**src/rtl/core/sha_pkg.sv**
```systemverilog
// ----------------------------------------------------------------------------
// SHA-256 hasher package
// Round constants, initial hash values, state codes and a rotate-right helper.
// ----------------------------------------------------------------------------
package sha_pkg;

    localparam int BLK_WORDS = 16;
    localparam int HASH_WORDS = 8;

    typedef enum logic [3:0] {
        ST_IDLE,
        ST_PAD,
        ST_LOAD,
        ST_ROUND,
        ST_UPDATE,
        ST_EMIT
    } t_state;

    localparam logic [31:0] HASH_INIT [HASH_WORDS] = '{
        32'h6a09e667, 32'hbb67ae85, 32'h3c6ef372, 32'ha54ff53a,
        32'h510e527f, 32'h9b05688c, 32'h1f83d9ab, 32'h5be0cd19
    };

    localparam logic [31:0] ROUND_K [64] = '{
        32'h428a2f98, 32'h71374491, 32'hb5c0fbcf, 32'he9b5dba5,
        32'h3956c25b, 32'h59f111f1, 32'h923f82a4, 32'hab1c5ed5,
        32'hd807aa98, 32'h12835b01, 32'h243185be, 32'h550c7dc3,
        32'h72be5d74, 32'h80deb1fe, 32'h9bdc06a7, 32'hc19bf174,
        32'he49b69c1, 32'hefbe4786, 32'h0fc19dc6, 32'h240ca1cc,
        32'h2de92c6f, 32'h4a7484aa, 32'h5cb0a9dc, 32'h76f988da,
        32'h983e5152, 32'ha831c66d, 32'hb00327c8, 32'hbf597fc7,
        32'hc6e00bf3, 32'hd5a79147, 32'h06ca6351, 32'h14292967,
        32'h27b70a85, 32'h2e1b2138, 32'h4d2c6dfc, 32'h53380d13,
        32'h650a7354, 32'h766a0abb, 32'h81c2c92e, 32'h92722c85,
        32'ha2bfe8a1, 32'ha81a664b, 32'hc24b8b70, 32'hc76c51a3,
        32'hd192e819, 32'hd6990624, 32'hf40e3585, 32'h106aa070,
        32'h19a4c116, 32'h1e376c08, 32'h2748774c, 32'h34b0bcb5,
        32'h391c0cb3, 32'h4ed8aa4a, 32'h5b9cca4f, 32'h682e6ff3,
        32'h748f82ee, 32'h78a5636f, 32'h84c87814, 32'h8cc70208,
        32'h90befffa, 32'ha4506ceb, 32'hbef9a3f7, 32'hc67178f2
    };

    localparam logic [7:0] PAD_BYTE = 8'h80;

    function automatic logic [31:0] ror32(input logic [31:0] x, input int n);
        ror32 = (x >> n) | (x << (32 - n));
    endfunction

endpackage

```
**src/rtl/core/sha_ram.sv**
```systemverilog
// ----------------------------------------------------------------------------
// Generic single-port RAM
// One write or read a cycle, registered read data.
// ----------------------------------------------------------------------------
module sha_ram #(
    parameter int WIDTH = 32,
    parameter int DEPTH = 16
) (
    input  logic                     i_clk,
    input  logic                     i_we,
    input  logic [$clog2(DEPTH)-1:0] i_addr,
    input  logic [WIDTH-1:0]         i_wdata,
    output logic [WIDTH-1:0]         o_rdata
);
    logic [WIDTH-1:0] r_mem [DEPTH];

    always_ff @(posedge i_clk) begin
        if (i_we) begin
            r_mem[i_addr] <= i_wdata;
        end
        o_rdata <= r_mem[i_addr];
    end
endmodule

```
**src/rtl/core/sha256_stream_hasher_core.sv**
```systemverilog
// ----------------------------------------------------------------------------
// SHA-256 stream hasher core
// Byte-serial SHA-256 with block words held in a 16-entry word memory.
// ----------------------------------------------------------------------------
// Takes one message byte per request and builds 32-bit words big-endian in a
// shift register; each full word is written to a 16 x 32 block memory. On the
// 64th byte of a block, or on an end-of-message request, the core stops taking
// requests (o_stall high) and compresses: at the end of a message, padding
// words are first written one per cycle; then 64 rounds run at one round per
// cycle after a memory prefetch in ST_LOAD, and the hash is updated in
// ST_UPDATE. A second padding block is compressed when the length does not fit
// the last block, including a message whose last byte fills a block, before
// the digest is sent out; i_stall holds the output.
// Rounds 0..15 take their word from the memory; the whole schedule is then
// kept in a 16-deep word shift line, so rounds 16..63 read w[r-16], w[r-15],
// w[r-7] and w[r-2] from fixed taps. The eight digest words go out as h0..h7,
// the eighth marked by o_digest_last, after which the hash returns to the
// initial values. Requests without byte and end are taken and dropped.
module sha256_stream_hasher_core
    import sha_pkg::*;
(
    input  logic        i_clk,
    input  logic        i_rst_n,
    input  logic        i_valid,
    output logic        o_stall,
    input  logic [7:0]  i_data_byte,
    input  logic        i_has_byte,
    input  logic        i_end_of_message,
    output logic        o_valid,
    input  logic        i_stall,
    output logic [31:0] o_digest_word,
    output logic [2:0]  o_word_index,
    output logic        o_digest_last
);
    t_state r_state, n_state;

    logic [31:0] r_hash [HASH_WORDS];
    logic [31:0] r_wv   [HASH_WORDS];
    // full schedule kept as a 16-word shift line: r_w[0] is w[r-1]
    logic [31:0] r_w    [BLK_WORDS];
    logic [31:0] r_acc;
    logic [5:0]  r_fill;
    logic [63:0] r_len;
    logic [6:0]  r_rnd;
    logic [3:0]  r_pw;
    logic        r_final;
    logic        r_second;
    logic        r_pad_pend;
    logic [2:0]  r_out;

    logic        accept;
    logic        mem_we;
    logic [3:0]  mem_addr;
    logic [31:0] mem_wdata, mem_rdata;
    logic [31:0] acc_next;
    logic [31:0] w_cur, w15, w2, x0, x1, s0, s1, ch, mj, t1, t2;

    sha_ram #(.WIDTH(32), .DEPTH(BLK_WORDS)) u_blk (
        .i_clk   (i_clk),
        .i_we    (mem_we),
        .i_addr  (mem_addr),
        .i_wdata (mem_wdata),
        .o_rdata (mem_rdata)
    );

    assign o_stall = (r_state != ST_IDLE);
    assign accept  = i_valid && !o_stall;
    assign acc_next = {r_acc[23:0], i_data_byte};

    // round datapath
    assign w15 = r_w[14];
    assign w2  = r_w[1];
    assign x0  = ror32(w15, 7) ^ ror32(w15, 18) ^ (w15 >> 3);
    assign x1  = ror32(w2, 17) ^ ror32(w2, 19) ^ (w2 >> 10);
    assign w_cur = (r_rnd < 7'd16) ? mem_rdata : (r_w[15] + x0 + r_w[6] + x1);
    assign s1 = ror32(r_wv[4], 6) ^ ror32(r_wv[4], 11) ^ ror32(r_wv[4], 25);
    assign ch = (r_wv[4] & r_wv[5]) ^ (~r_wv[4] & r_wv[6]);
    assign t1 = r_wv[7] + s1 + ch + ROUND_K[r_rnd[5:0]] + w_cur;
    assign s0 = ror32(r_wv[0], 2) ^ ror32(r_wv[0], 13) ^ ror32(r_wv[0], 22);
    assign mj = (r_wv[0] & r_wv[1]) ^ (r_wv[0] & r_wv[2]) ^ (r_wv[1] & r_wv[2]);
    assign t2 = s0 + mj;

    // memory port
    always_comb begin
        mem_we = 1'b0;
        mem_addr = r_fill[5:2];
        mem_wdata = acc_next;
        case (r_state)
            ST_IDLE: begin
                mem_we = accept && i_has_byte && (r_fill[1:0] == 2'd3);
            end
            ST_PAD: begin
                mem_we = 1'b1;
                mem_addr = r_pw;
                // first pad word of the tail carries the pad byte
                if (r_pad_pend) begin
                    mem_wdata = r_acc;
                end else if (r_second && r_pw == 4'd14) begin
                    mem_wdata = r_len[63:32];
                end else if (r_second && r_pw == 4'd15) begin
                    mem_wdata = r_len[31:0];
                end else begin
                    mem_wdata = 32'd0;
                end
            end
            ST_LOAD: begin
                mem_addr = 4'd0;
            end
            ST_ROUND: begin
                mem_addr = r_rnd[3:0] + 4'd1;
            end
            default: begin
                mem_addr = r_fill[5:2];
            end
        endcase
    end

    // next state
    always_comb begin
        n_state = r_state;
        case (r_state)
            ST_IDLE: begin
                if (accept) begin
                    // a byte that fills the block is compressed before any padding
                    if (i_has_byte && r_fill == 6'd63) begin
                        n_state = ST_LOAD;
                    end else if (i_end_of_message) begin
                        n_state = ST_PAD;
                    end
                end
            end
            ST_PAD:   if (r_pw == 4'd15) n_state = ST_LOAD;
            ST_LOAD:  n_state = ST_ROUND;
            ST_ROUND: if (r_rnd == 7'd63) n_state = ST_UPDATE;
            ST_UPDATE: begin
                if (!r_final) n_state = ST_IDLE;
                else if (r_second) n_state = ST_EMIT;
                else n_state = ST_PAD;
            end
            ST_EMIT: if (!i_stall && r_out == 3'd7) n_state = ST_IDLE;
            default: n_state = ST_IDLE;
        endcase
    end

    // outputs
    always_comb begin
        o_valid = (r_state == ST_EMIT);
        o_digest_word = r_hash[r_out];
        o_word_index = r_out;
        o_digest_last = (r_out == 3'd7);
    end

    always_ff @(posedge i_clk) begin
        if (!i_rst_n) begin
            r_state <= ST_IDLE;
            r_fill <= '0;
            r_len <= '0;
            r_final <= 1'b0;
            r_second <= 1'b0;
            r_pad_pend <= 1'b0;
            r_out <= '0;
            r_rnd <= '0;
            r_pw <= '0;
            for (int i = 0; i < HASH_WORDS; i++) r_hash[i] <= HASH_INIT[i];
        end else begin
            r_state <= n_state;
            case (r_state)
                ST_IDLE: begin
                    if (accept) begin
                        logic [31:0] a;
                        logic [5:0]  f;
                        logic [63:0] l;
                        a = r_acc;
                        f = r_fill;
                        l = r_len;
                        if (i_has_byte) begin
                            a = acc_next;
                            f = r_fill + 6'd1;
                            l = r_len + 64'd8;
                        end
                        r_len <= l;
                        if (i_end_of_message) begin
                            // pad byte completes the current word
                            case (f[1:0])
                                2'd0: a = {PAD_BYTE, 24'd0};
                                2'd1: a = {a[7:0], PAD_BYTE, 16'd0};
                                2'd2: a = {a[15:0], PAD_BYTE, 8'd0};
                                default: a = {a[23:0], PAD_BYTE};
                            endcase
                            r_acc <= a;
                            r_final <= 1'b1;
                            r_pad_pend <= 1'b1;
                            // length fits this block when fill after pad <= 56;
                            // a byte filling the block pushes the pad to a new one
                            if (i_has_byte && r_fill == 6'd63) begin
                                r_second <= 1'b0;
                            end else begin
                                r_second <= (f < 6'd56);
                            end
                            r_pw <= f[5:2];
                            r_fill <= f;
                        end else begin
                            r_acc <= a;
                            r_fill <= f;
                        end
                        r_rnd <= '0;
                    end
                end
                ST_PAD: begin
                    r_pw <= r_pw + 4'd1;
                    r_pad_pend <= 1'b0;
                    if (r_pw == 4'd15) begin
                        r_rnd <= '0;
                    end
                end
                ST_LOAD: begin
                    for (int i = 0; i < HASH_WORDS; i++) r_wv[i] <= r_hash[i];
                end
                ST_ROUND: begin
                    for (int i = 7; i > 0; i--) begin
                        if (i == 4) r_wv[i] <= r_wv[3] + t1;
                        else r_wv[i] <= r_wv[i-1];
                    end
                    r_wv[0] <= t1 + t2;
                    for (int i = 15; i > 0; i--) r_w[i] <= r_w[i-1];
                    r_w[0] <= w_cur;
                    r_rnd <= r_rnd + 7'd1;
                end
                ST_UPDATE: begin
                    for (int i = 0; i < HASH_WORDS; i++) r_hash[i] <= r_hash[i] + r_wv[i];
                    r_fill <= '0;
                    if (r_final) begin
                        r_second <= 1'b1;
                        r_pw <= '0;
                    end
                end
                ST_EMIT: begin
                    if (!i_stall) begin
                        r_out <= r_out + 3'd1;
                        if (r_out == 3'd7) begin
                            for (int i = 0; i < HASH_WORDS; i++) r_hash[i] <= HASH_INIT[i];
                            r_len <= '0;
                            r_final <= 1'b0;
                            r_second <= 1'b0;
                            r_fill <= '0;
                        end
                    end
                end
                default: begin
                end
            endcase
        end
    end

endmodule
```
**config.mk**
```make
export PLATFORM = sky130hd
export DESIGN_NAME = sha256_stream_hasher_core
export DESIGN_NICKNAME = d
export VERILOG_FILES = /design/src/rtl/core/sha_pkg.sv /design/src/rtl/core/sha_ram.sv /design/src/rtl/core/sha256_stream_hasher_core.sv
export SDC_FILE = /design/constraint.sdc
export NUM_CORES = 2
export LEC_CHECK = 0
export BUFFER_PORTS_ARGS = -buffer_cell sky130_fd_sc_hd__clkbuf_2
export CAP_MARGIN = 30
export CORE_AREA = 2 2 644 326
export CTS_CLUSTER_SIZE = 16
export DETAILED_ROUTE_END_ITERATION = 7
export DIE_AREA = 0 0 646 328
export SYNTH_ARGS = -nofsm -noshare
export SYNTH_HDL_FRONTEND = slang
export SYNTH_SLANG_ARGS = --single-unit
```
**constraint.sdc**
```tcl
create_clock -name i_clk -period 48.8 [get_ports i_clk]
set_input_delay 9.76 -clock i_clk [delete_from_list [all_inputs] [get_ports i_clk]]
set_output_delay 9.76 -clock i_clk [all_outputs]
set_load 0.01 [all_outputs]
```
==> metrics.md <==
| Metric | Value |
|---|---|
| CTS root buf | clkbuf_16 |
| DRC | 0 |
| Initial Util | 0.449 |
| # IOs | 52 |
| Crit share post-route | 0.293 |
| FF+latch count, synth | 1,690 |
| Hold WS | between 0.3 and 0.4 ns |
| Hold buffer count at cts | 0 |
| RSZ-0062 raised after global routing | no |
| Max H-tree Level | 4 |
| Top cell type by total area after synthesis | edfxtp_1 |
| Seq/Total Area, Yosys | 0.522 |
| Setup TNS | 0 ns |
| Mapped Cells | ~8.4k |
| Largest net degree at the start of global routing | around 160 |
| Die X | roughly 650 um |
| Crit start category | primary input |
| Most used routing layer | met1 |
| M2 GR Usage | 0.313 |
| Worst IR Drop VDD | 97.2 uV |
| CTS tree | built |
| DRT iter0 DRCs | about 10k |
| Nets | 9,058 |
| Fmax | approximately 70 MHz |
| HPWL reported at the end of detailed placement | between 200,000 and 250,000 um |
| Final Hold Vio Count | 0 |
| Final setup fails | 0 |
| Clock Latency Late Sink | 0.86 ns |
| Setup Buffers After CTS | 0 |
| Die Height | approximately 330 um |
| Final Wtd Congestion | approximately 1.1 |
| Overall Global Routing Usage | 0.282 |
| Required time worst endpoint | slightly below 50 ns |
| Post-synth EDFFs | around 1.4k |
| PD cells | approximately 56 mW/mm^2 |
| Wirelength, routed | between 300,000 and 400,000 um |
| Grt total ovfl | 0 |
| Worst Reg-to-Reg Cells | 39 |
| Total power | approximately 5.7 mW |
| Slew headroom | 0.254 |
| Max-Cap Viols | 0 |
| Ys flop type | edfxtp_1 |
| Number of CTS-inserted buffers | about 170 |
| CTS clk-pin slew, worst paths | roughly 0.07 ns |
| Via count | between 60k and 70k |
| Worst path arrival time | approximately 15 ns |
| Outcome | complete, no violations |
| CP Max Fanout | 128 |
| Routed length per placed instance | ~27 um |
| Mean Syn Cell Area | around 11 um^2 |
| Yosys top cell area share | 0.468 |
| Hold Path End | r_w[1][94] |
| Syn Nets | between 9k and 10k |
| Pleak | 37.1 nW |
| CP endpoint kind | flip-flop |
| Core Region | ~0.2 mm^2 |
| Fillers | about 18k |
| Ys Warns | 0 |
| GR Layer Usage met1 | 0.475 |
| R2r endpoint | r_wv[0][31] |
| Detail Route Antenna Nets | 0 |
| Initial antenna violation count | 14 |
| Worst-Margin Slew | 1.11 ns |
| Worst reg-to-reg setup slack | between 30 and 40 ns |
| Clock Sinks | between 1.5k and 2k |
| Distinct cells, synth | 85 |
| Vias per cell | 6.01 |
| Most frequent cells in the layout | edfxtp_1, nand2_1, a21oi_1 |
| RR Startpoint | r_w[1][211] |
| Synth area leaders | edfxtp_1, nand2_1, ha_1, dfxtp_1, fa_1 |
| Post-Syn Area | 0.0924 mm^2 |
| Fin. max-slew vios | 0 |
| Cell Rows | 118 |
| Hold path depth | 0 |
| Share of cells above drive strength 1 | 0.0850 |
| Cts repair resizes | 0 |
| Clock Skews | 0.0878 ns |
| Met3 GRT Util | 0.131 |
| Worst hold start | r_w[1][62] |
| First-pass GRT wire length | about 440,000 um |
| Tmin final | about 14 ns |
| Syn-to-layout area delta | 10.3% |
| Worst hold path class | flip-flop to flip-flop |
| Vias in the first global route | between 60k and 70k |
| Max clock buf depth | 4 |
| IO buf count | 51 |
| Area of the die | approximately 0.21 mm^2 |
| 1st-pass router iterations | 6 |
| Asr flop ratio synth | 0 |
| Setup CP Type | primary input to flip-flop |
| Commonest non-fill, non-tap cell in the layout | edfxtp_1 |
-- layout make-up --
type,count,area (um^2),area share
repair buffers,271,2160,0.0212
flip-flops and latches,1690,48300,0.474
well taps,2760,3450,0.0339
diodes,4,10.0,0.0000982
inverters,386,1460,0.0143
multi-input cells,5926,41300,0.405
clock inverters,61,589,0.00578
clock buffers,233,4680,0.0459
-- worst max-delay path, cell delays in order --
cell and delay [ns]:
clkbuf_2 0.08, buf_4 0.31, and3b_4 0.77, nand2_4 0.48, inv_8 0.71, buf_4 0.86
buf_4 0.81, buf_4 0.35, buf_16 0.33
-- cell usage after synthesis, types with 29 or more instances --
cell type and count:
a311oi_1 113, dfxtp_1 250, a22oi_1 37, o31ai_1 29
nand2_1 1426, a221oi_1 30, xor2_1 206, o21a_1 59
and2_1 154, and3_1 41, xnor2_1 401, edfxtp_1 1440
mux2i_1 31, o211ai_1 59, nor2b_1 68, o21bai_1 37
or3_1 38, a21o_1 171, nor3_1 134, a31oi_1 75
inv_1 381, nand2b_1 63, mux4_2 74, fa_1 196
nand3_1 102, mux2_2 65, buf_1 59, a211oi_1 184
ha_1 406, a21oi_1 539, o21ai_0 441, clkbuf_1 380
nor2_1 426
-- per-layer routing --
metal	wire, um	part of all wire
met5	143	0.00047
met3	49300	0.16
met1	150000	0.49
met4	3820	0.013
met2	102000	0.33
-- how the worst max path moves through the flow --
stage,start,to,slack [ns],cells after the start
floorplan,i_rst_n,r_w[0][0],16.42,5
global route,i_rst_n,r_w[1][198],34.26,9
global placement,i_rst_n,r_w[1][180],33.54,8
finish,i_rst_n,r_w[1][235],34.50,9
detailed placement,i_rst_n,r_w[1][243],33.42,8
CTS,i_rst_n,r_w[1][235],34.29,8
-- through the flow --
step,cells,util,setup WS (ns),area (um^2)
global placement,11000,0.467,33.54,96100
detailed placement,11000,0.468,33.42,96500
finish,11300,0.495,34.50,102000
global route,11300,0.495,34.26,102000
floorplan,8443,-,16.42,92400
CTS,11300,0.494,34.29,102000
-- where the power goes --
part,switching (mW),total (mW),internal (mW)
Combinational,1.74,2.76,1.03
Clock,0.582,1.31,0.723
Sequential,0.0300,1.65,1.62
-- logic make-up (layout without fill, tap and decap cells) --
family | after synthesis | after routing | share of synthesized area
other | 0 | 4 | 0
AO/OA/AOI/OAI | 1958 | 1958 | 0.136
buffers and inverters | 827 | 951 | 0.0337
multiplexers | 170 | 170 | 0.0293
AND/OR/NAND/NOR | 2569 | 2569 | 0.122
adder cells (fa/ha/maj) | 622 | 622 | 0.0996
flip-flops | 1690 | 1690 | 0.522
XOR/XNOR | 607 | 607 | 0.0575
-- registers in the layout, indices dropped and copies added (netlist names), named ones only --
signal / cells
r_fill: 6
r_second: 1
r_pad_pend: 1
r_final: 1
r_state: 3
r_rnd: 7
r_w: 512
r_hash: 256
r_acc: 32
o_word_index: 3
u_blk.r_mem: 512
r_pw: 4
r_len: 61
r_wv: 256
u_blk.o_rdata: 32
Note: power is estimated with default switching activity, not from simulation.
